**src/hw/rtl/kdlt_pkg.sv**
```systemverilog
// Shared constants, types and sequencer states for the key digraph latency table.
// Used by kdlt_mean_unit and key_digraph_latency_table_top; depends on nothing.
`default_nettype none

package kdlt_pkg;

   localparam int KEY_CODES   = 256;
   localparam int KEY_BITS    = 8;
   localparam int COUNT_BITS  = 16;
   localparam int MEAN_BITS   = 32;
   localparam int FRAC_BITS   = 8;
   localparam int LIMIT_BITS  = 24;
   localparam int TIME_BITS   = 48;
   localparam int ADDR_BITS   = 2 * KEY_BITS;
   localparam int ENTRY_BITS  = COUNT_BITS + MEAN_BITS;
   localparam int ACC_BITS    = MEAN_BITS + COUNT_BITS;
   localparam int STEP_BITS   = $clog2(MEAN_BITS);
   localparam int LIMIT_RESET = 500000;

   localparam int REQ_DATA_BITS = 56;
   localparam int RSP_DATA_BITS = 104;

   typedef enum logic [2:0] {
      ST_CLEAR,
      ST_IDLE,
      ST_READ,
      ST_LOOKUP,
      ST_DIVIDE,
      ST_WRITE,
      ST_DONE
   } kdlt_state_type;

   typedef struct packed {
      logic                  start;
      logic [MEAN_BITS-1:0]  mean;
      logic [COUNT_BITS-1:0] count;
      logic [LIMIT_BITS-1:0] interval;
   } kdlt_mean_cmd_type;

   typedef struct packed {
      logic busy;
      logic done;
   } kdlt_mean_stat_type;

endpackage

`default_nettype wire

```
**src/hw/rtl/kdlt_mean_unit.sv**
```systemverilog
// Running mean update: one multiply, one add, then a restoring divide, a bit a cycle.
// Depends on kdlt_pkg for widths and the command and status structs.
`default_nettype none

module kdlt_mean_unit (
   input  wire logic                           clock,
   input  wire logic                           reset,
   input  wire kdlt_pkg::kdlt_mean_cmd_type    cmd,
   output kdlt_pkg::kdlt_mean_stat_type        stat,
   output logic [kdlt_pkg::MEAN_BITS-1:0]      quotient
);

   logic                              load_ff, load_in;
   logic                              run_ff, run_in;
   logic                              done_ff, done_in;
   logic [kdlt_pkg::STEP_BITS-1:0]    step_ff, step_in;
   logic [kdlt_pkg::ACC_BITS-1:0]     prod_ff, prod_in;
   logic [kdlt_pkg::MEAN_BITS-1:0]    sample_ff, sample_in;
   logic [kdlt_pkg::COUNT_BITS-1:0]   divisor_ff, divisor_in;
   logic [kdlt_pkg::COUNT_BITS-1:0]   rem_ff, rem_in;
   logic [kdlt_pkg::MEAN_BITS-1:0]    quo_ff, quo_in;

   logic [kdlt_pkg::ACC_BITS-1:0]     acc;
   logic [kdlt_pkg::COUNT_BITS:0]     trial;
   logic [kdlt_pkg::COUNT_BITS:0]     diff;
   logic                              fits;
   logic                              last_step;

   // Quotient stays below 2^MEAN_BITS, so the top of the accumulator is already
   // a valid partial remainder and only MEAN_BITS steps remain.
   assign acc       = prod_ff + kdlt_pkg::ACC_BITS'(sample_ff);
   assign trial     = {rem_ff, quo_ff[kdlt_pkg::MEAN_BITS-1]};
   assign diff      = trial - {1'b0, divisor_ff};
   assign fits      = (trial >= {1'b0, divisor_ff});
   assign last_step = (step_ff == kdlt_pkg::STEP_BITS'(kdlt_pkg::MEAN_BITS - 1));

   always_comb begin
      load_in    = 1'b0;
      run_in     = run_ff;
      done_in    = 1'b0;
      step_in    = step_ff;
      prod_in    = prod_ff;
      sample_in  = sample_ff;
      divisor_in = divisor_ff;
      rem_in     = rem_ff;
      quo_in     = quo_ff;
      if (cmd.start) begin
         load_in    = 1'b1;
         prod_in    = kdlt_pkg::ACC_BITS'(cmd.mean)
                    * kdlt_pkg::ACC_BITS'(cmd.count - kdlt_pkg::COUNT_BITS'(1));
         sample_in  = {cmd.interval, {kdlt_pkg::FRAC_BITS{1'b0}}};
         divisor_in = cmd.count;
      end
      if (load_ff) begin
         rem_in  = acc[kdlt_pkg::ACC_BITS-1:kdlt_pkg::MEAN_BITS];
         quo_in  = acc[kdlt_pkg::MEAN_BITS-1:0];
         step_in = '0;
         run_in  = 1'b1;
      end
      if (run_ff) begin
         rem_in  = fits ? diff[kdlt_pkg::COUNT_BITS-1:0] : trial[kdlt_pkg::COUNT_BITS-1:0];
         quo_in  = {quo_ff[kdlt_pkg::MEAN_BITS-2:0], fits};
         step_in = step_ff + kdlt_pkg::STEP_BITS'(1);
         if (last_step) begin
            run_in  = 1'b0;
            done_in = 1'b1;
         end
      end
   end

   always_ff @(posedge clock) begin
      if (reset) begin
         load_ff <= 1'b0;
         run_ff  <= 1'b0;
         done_ff <= 1'b0;
         step_ff <= '0;
      end else begin
         load_ff <= load_in;
         run_ff  <= run_in;
         done_ff <= done_in;
         step_ff <= step_in;
      end
   end

   always_ff @(posedge clock) begin
      prod_ff    <= prod_in;
      sample_ff  <= sample_in;
      divisor_ff <= divisor_in;
      rem_ff     <= rem_in;
      quo_ff     <= quo_in;
   end

   assign stat     = '{busy: load_ff | run_ff, done: done_ff};
   assign quotient = quo_ff;

endmodule

`default_nettype wire
```
**config.mk**
```make
export PLATFORM = sky130hd
export DESIGN_NAME = kdlt_mean_unit
export DESIGN_NICKNAME = d
export VERILOG_FILES = /design/src/hw/rtl/kdlt_pkg.sv /design/src/hw/rtl/kdlt_mean_unit.sv
export SDC_FILE = /design/constraint.sdc
export NUM_CORES = 2
export LEC_CHECK = 0
export ABC_CLOCK_PERIOD_IN_PS = 7800
export BUFFER_PORTS_ARGS = -buffer_cell sky130_fd_sc_hd__buf_2
export CAP_MARGIN = 20
export CORE_MARGIN = 1
export CORE_UTILIZATION = 57
export CTS_CLUSTER_SIZE = 20
export DETAILED_ROUTE_END_ITERATION = 10
export PLACE_DENSITY = 0.75
export SLEW_MARGIN = 20
export SYNTH_ARGS = -nofsm -noshare
export SYNTH_HDL_FRONTEND = slang
export SYNTH_SLANG_ARGS = --single-unit
```
**constraint.sdc**
```tcl
create_clock -name clock -period 7.8 [get_ports clock]
set_input_delay 0 -clock clock [delete_from_list [all_inputs] [get_ports clock]]
set_output_delay 0 -clock clock [all_outputs]
set_load 0.05 [all_outputs]
```
Yosys cells after proc, flatten, opt, wreduce, memory -nomap -nowiden
Cells that the tools add are included.
- logic and storage cells: 32
- bits in registers: 144
- output and inout port bits: 34
- $add $sub $neg: 4
- reduce and logical (&&, ||, !) cells: 2
- order comparisons: 1
- equal/unequal tests: 1
- bitwise operators: 2
- $mul: 1
- muxes and demuxes: 12
- operators by type and width (cell ; count):
    two-way mux 32 bit ; 2
    adder 48 x 32 -> 48 bit ; 1
    multiplier 33 x 17 -> 48 bit ; 1
    two-way mux 16 bit ; 3
    >= comparator 17 x 16 -> 1 bit ; 1
    subtractor 16 x 1 -> 17 bit, second input constant ; 1
    subtractor 16 bit ; 1
    two-way mux 5 bit ; 2
    adder 5 x 1 -> 5 bit, second input constant ; 1
    == test 5 bit, second input constant ; 1
    two-way mux 1 bit ; 5
    nonzero test 2 bit ; 1
    OR reduction 2 bit ; 1
    inverter 1 bit ; 1
    bitwise OR 1 bit ; 1

Logic depth before layout (Yosys ltp)
- depth after elaboration: 3
- depth in mapped cells: 29
- depth with buffers taken out: 28

Worst setup path after synthesis
OpenSTA, ideal clock, no wires.
- kind: input -> register
- start: in cmd[29] (netlist name)
- end: reg prod_ff[47] (netlist name), data pin
- arrival: 6878 ps
- path slack: 644 ps
- buffers on the path: 1
- setup time: 278 ps
- stages on the path: 25
- cells stage by stage: or4_1 or3_1 nor3_1 xor2_1 clkbuf_1 nand2_1 fa_1 inv_1 fa_1 fa_1 fa_1 fa_1 inv_1 fa_1 inv_1 ha_1 nand2_1 and3_1 o2bb2ai_1 nor3_1 a2111oi_0 a21oi_1 o21ai_0 mux2i_1 o311ai_0
- word-level cells in the longest chain between the ends: 2
- ends and longest elaborated chain (element ; RTL line ; RTL):
    start, declared ; kdlt_mean_unit.sv:8 ; input wire kdlt_pkg::kdlt_mean_cmd_type cmd,
    subtractor 16 x 1 -> 17 bit ; kdlt_mean_unit.sv:50 ; * kdlt_pkg::ACC_BITS'(cmd.count - kdlt_pkg::COUNT_BITS'(1));
    multiplier 33 x 17 -> 48 bit ; kdlt_mean_unit.sv:50 ;
    end signal, assigned ; kdlt_mean_unit.sv:86 ; prod_ff <= prod_in;
    end, declared ; kdlt_mean_unit.sv:17 ; logic [kdlt_pkg::ACC_BITS-1:0] prod_ff, prod_in;
No other way between the ends.
A chain may end at the register's enable or synchronous reset.

Worst setup path in the final report
- start: in cmd[29] (netlist name)
- end: reg prod_ff[35] (netlist name), data pin
The elaborated chain is that of the path after synthesis.

==> flow_summary.html <==
<table>
<tr><th>Metric</th><th>Value</th></tr>
<tr><th colspan="2">Synth</th></tr>
<tr><td>EDFF count, synth</td><td>136</td></tr>
<tr><td>Sequential element share of the synthesized area</td><td>17.0%</td></tr>
<tr><td>Share of flip-flops with an asynchronous set or reset after synthesis</td><td>0%</td></tr>
<tr><td>Post-synthesis share of cell area spent on xor and xnor gates</td><td>3.29%</td></tr>
<tr><td>Share of synthesized cell area in full adder, half adder and majority cells</td><td>45.6%</td></tr>
<tr><td>Main flop type after synthesis</td><td>edfxtp_1</td></tr>
<tr><td>Largest area contributor in the netlist</td><td>fa_1</td></tr>
<tr><td>Top cell type's share of synthesized area</td><td>36.1%</td></tr>
<tr><td>Distinct cell type count of the synthesized netlist</td><td>60</td></tr>
<tr><td>Total standard cell area after synthesis</td><td>0.0250 mm2</td></tr>
<tr><td>Mux share of post-synthesis cell area</td><td>0.936%</td></tr>
<tr><td>Total number of yosys warnings</td><td>0</td></tr>
<tr><td>Synthesized instance count</td><td>2662</td></tr>
<tr><td>Mean post-synth cell area</td><td>9.39 um2</td></tr>
<tr><td>Total nets after synthesis</td><td>3378</td></tr>
<tr><td>Share of the synthesized area in compound gates (AO/OA/AOI/OAI)</td><td>7.49%</td></tr>
<tr><td>Largest cells by area after synthesis</td><td>fa_1 36%, edfxtp_1 16%, ha_1 9.5%</td></tr>
<tr><td>Area share of and/or/nand/nor cells after synthesis</td><td>15.6%</td></tr>
<tr><td>Dominant combinational cell family by area after synthesis</td><td>adder cells</td></tr>
<tr><td>Number of synthesized register bits</td><td>144</td></tr>
<tr><th colspan="2">Die</th></tr>
<tr><td>Horizontal extent of the die</td><td>211 um</td></tr>
<tr><td>Standard cell core area</td><td>0.0432 mm2</td></tr>
<tr><td>Std cell rows</td><td>76</td></tr>
<tr><td>Boundary Pins</td><td>109</td></tr>
<tr><td>Chip Height</td><td>211 um</td></tr>
<tr><td>Initial cell density of the core</td><td>57.9%</td></tr>
<tr><td>Die area</td><td>0.0447 mm2</td></tr>
<tr><th colspan="2">Timing</th></tr>
<tr><td>Final clock skew</td><td>0.00924 ns</td></tr>
<tr><td>Number of max-slew violations in the final report</td><td>0</td></tr>
<tr><td>Headroom to the max-slew limit</td><td>28.5%</td></tr>
<tr><td>Final setup violation count</td><td>0</td></tr>
<tr><td>Unrepaired setup endpoints after global routing</td><td>true</td></tr>
<tr><td>Worst hold margin</td><td>0.123 ns</td></tr>
<tr><td>Slew at the pin closest to its max-slew limit</td><td>1.07 ns</td></tr>
<tr><td>Final critical path time including I/O delays and setup</td><td>7.61 ns</td></tr>
<tr><td>Fin Setup TNS</td><td>0 ns</td></tr>
<tr><td>Count of endpoints failing hold in the final timing report</td><td>0</td></tr>
<tr><td>Post-route worst setup slack</td><td>0.191 ns</td></tr>
<tr><td>Upper clock frequency limit</td><td>0.131 GHz</td></tr>
<tr><td>Final cycle utilization of the critical path</td><td>97.5%</td></tr>
<tr><th colspan="2">Global route</th></tr>
<tr><td>Global-route met3 utilization</td><td>6.11%</td></tr>
<tr><td>Leftover overflow at the end of global routing</td><td>0</td></tr>
<tr><td>GRT busiest layer</td><td>met2</td></tr>
<tr><td>GR Layer Usage met1</td><td>38.9%</td></tr>
<tr><td>Pin count of the biggest net entering global routing</td><td>95</td></tr>
<tr><td>Antenna violations before repair</td><td>0</td></tr>
<tr><td>Wire length of the first global-routing pass</td><td>101 mm</td></tr>
<tr><td>Global routing met2 resource utilization</td><td>48.2%</td></tr>
<tr><td>Global routing usage summed across all routing layers</td><td>29.1%</td></tr>
<tr><td>Number of global-route vias before repair</td><td>19900</td></tr>
<tr><th colspan="2">Setup path</th></tr>
<tr><td>Critical Path Max Stage Delay</td><td>0.60 ns</td></tr>
<tr><td>Worst EP required</td><td>7.98 ns</td></tr>
<tr><td>Worst path slowest cell</td><td>or4_4</td></tr>
<tr><td>Critical path type</td><td>in -&gt; reg</td></tr>
<tr><td>Crit-path max FO</td><td>8</td></tr>
<tr><td>Most frequent CP cell</td><td>fa_1</td></tr>
<tr><td>Crit path arrival time</td><td>7.79 ns</td></tr>
<tr><td>Nature of the critical path endpoint</td><td>register</td></tr>
<tr><td>Startpoint type of the worst setup path</td><td>input pin</td></tr>
<tr><th colspan="2">Route</th></tr>
<tr><td>Vias/cell</td><td>5.58</td></tr>
<tr><td>DRC viols</td><td>0</td></tr>
<tr><td>Pre-antenna DRT Iters</td><td>7</td></tr>
<tr><td>Antenna viol nets, final</td><td>0</td></tr>
<tr><td>Routed via count</td><td>18700</td></tr>
<tr><td>WL/cell</td><td>18.7 um</td></tr>
<tr><td>Total Wirelength</td><td>62.7 mm</td></tr>
<tr><td>DRC marker count from the first detailed-route iteration</td><td>1327</td></tr>
<tr><th colspan="2">Cells and area</th></tr>
<tr><td>Commonest cells after routing, fill and taps aside</td><td>564 x inv_1, 451 x fa_1, 366 x nand2_1</td></tr>
<tr><td>Commonest non-fill, non-tap cell in the layout</td><td>inv_1</td></tr>
<tr><td>Layout area overhead</td><td>10.1%</td></tr>
<tr><td>Fraction of final layout cells sized beyond drive strength 1</td><td>8.53%</td></tr>
<tr><td>ANT cells</td><td>0</td></tr>
<tr><td>Post-layout net count</td><td>3469</td></tr>
<tr><th colspan="2">Clock tree</th></tr>
<tr><td>Number of CTS-inserted buffers</td><td>17</td></tr>
<tr><td>Clock tree from TritonCTS</td><td>built</td></tr>
<tr><td>Num Clock Sinks</td><td>144</td></tr>
<tr><td>Clock H-tree levels</td><td>4</td></tr>
<tr><td>Clock input transition at the sequential cells of the worst setup and hold paths</td><td>0.06 ns</td></tr>
<tr><td>Skew-Pair Late Insertion Delay</td><td>0.44 ns</td></tr>
<tr><td>Maximum clock insertion buffer count</td><td>2</td></tr>
<tr><td>Clk Tree Root Cell</td><td>clkbuf_16</td></tr>
<tr><th colspan="2">Place</th></tr>
<tr><td>Dpl ws</td><td>0.211 ns</td></tr>
<tr><td>Number of buffers added on ports</td><td>108</td></tr>
<tr><td>Final GP Congestion</td><td>0.889</td></tr>
<tr><td>Post-DP HPWL</td><td>46.4 mm</td></tr>
<tr><th colspan="2">Job</th></tr>
<tr><td>Max-Cap Viols</td><td>0</td></tr>
<tr><th colspan="2">Run status</th></tr>
<tr><td>Run status</td><td>complete, no violations</td></tr>
<tr><th colspan="2">Min path</th></tr>
<tr><td>Worst hold-check path type</td><td>in -&gt; reg</td></tr>
</table>
-- kinds of logic after synthesis --
family,count (synthesis)
buf+inv,668
simple gates,802
mux,22
xor+xnor,94
flops,144
compound gates,291
fa+ha+maj,641
-- synthesized netlist by cell type (3+ instances only) --
cell       instances
nand2b_1          20
mux2_2            11
nor3b_1            6
and3_1            14
nand2_1          367
a2111oi_0          4
o31ai_1            6
edfxtp_1         136
o211ai_1          14
nor2b_1           76
nor3_1            25
inv_1            565
nand3b_1           4
a21oi_1           71
and2_1           162
nor4_1             6
nand4_1            9
xor2_1            44
a211o_1            4
a211oi_1          13
or3_1              4
a21boi_0           5
o41ai_1            4
nor2_1            71
or4_1              4
xnor2_1           50
fa_1             451
o311ai_0           6
a21o_1            37
dfxtp_1            8
mux2i_1           11
buf_1              3
clkbuf_1          98
a31o_2             4
o21ai_0           75
o21bai_1           5
o21ai_1            4
o21a_1            15
nand3_1           14
or2_2             15
ha_1             190
a31oi_1            7
-- state kept, by name (all words and copies together), names as in the netlist --
signal	cells
divisor_ff	16
quotient	32
sample_ff	24
done_ff	1
run_ff	1
prod_ff	48
rem_ff	16
load_ff	1
step_ff	5
-- worst paths after layout --
kind	startpoint	end	slack, ns	depth (start not counted)
setup / recovery	cmd[29]	prod_ff[35]	0.19	29
hold / removal	cmd[40]	prod_ff[0]	0.12	2
setup reg to reg	sample_ff[8]	rem_ff[14]	3.93	12
hold reg to reg	step_ff[2]	step_ff[2]	0.54	2
-- per-stage QoR --
stage | instance area [um2] | util, % | cells
floorplan | 25000 | - | 2662
global placement | 26300 | 60.9 | 3275
detailed placement | 26300 | 60.9 | 3275
CTS | 27300 | 63.3 | 3347
global route | 27500 | 63.8 | 3351
finish | 27500 | 63.8 | 3351
-- final cells by class --
type	instances	area, um2
Timing Repair Buffer	175	1350
Clock buffer	17	425
Fill cell	3474	15600
Clock inverter	15	198
Multi-Input combinational cell	1850	18500
Tap cell	585	732
Inverter	565	2120
Sequential cell	144	4250
-- critical path, delay by kind of cell --
kind | cells | cell delay [ns]
buf+inv | 8 | 1.22
simple gates | 6 | 1.87
fa+ha+maj | 7 | 3.31
xor+xnor | 2 | 0.20
compound gates | 6 | 1.18
-- routing by layer --
layer  routed length [um]  vias to the layer above
met5                    0                        -
met4                 1470                        0
met3                 5880                      121
met2                29800                      853
met1                25600                     9315
li1                     -                     8400
-- what timing repair did --
item | 4_1_cts | 5_1_grt
buffers inserted | 0 | 2
hold endpoints to repair | 47 | 0
gates resized for setup | 0 | 27
endpoints found under the setup margin | 0 | 16
hold buffers | 40 | 0
Power is left out: the tool's default activity adds up to more than one toggle a clock period on the data nets, which glitch-free logic cannot reach.
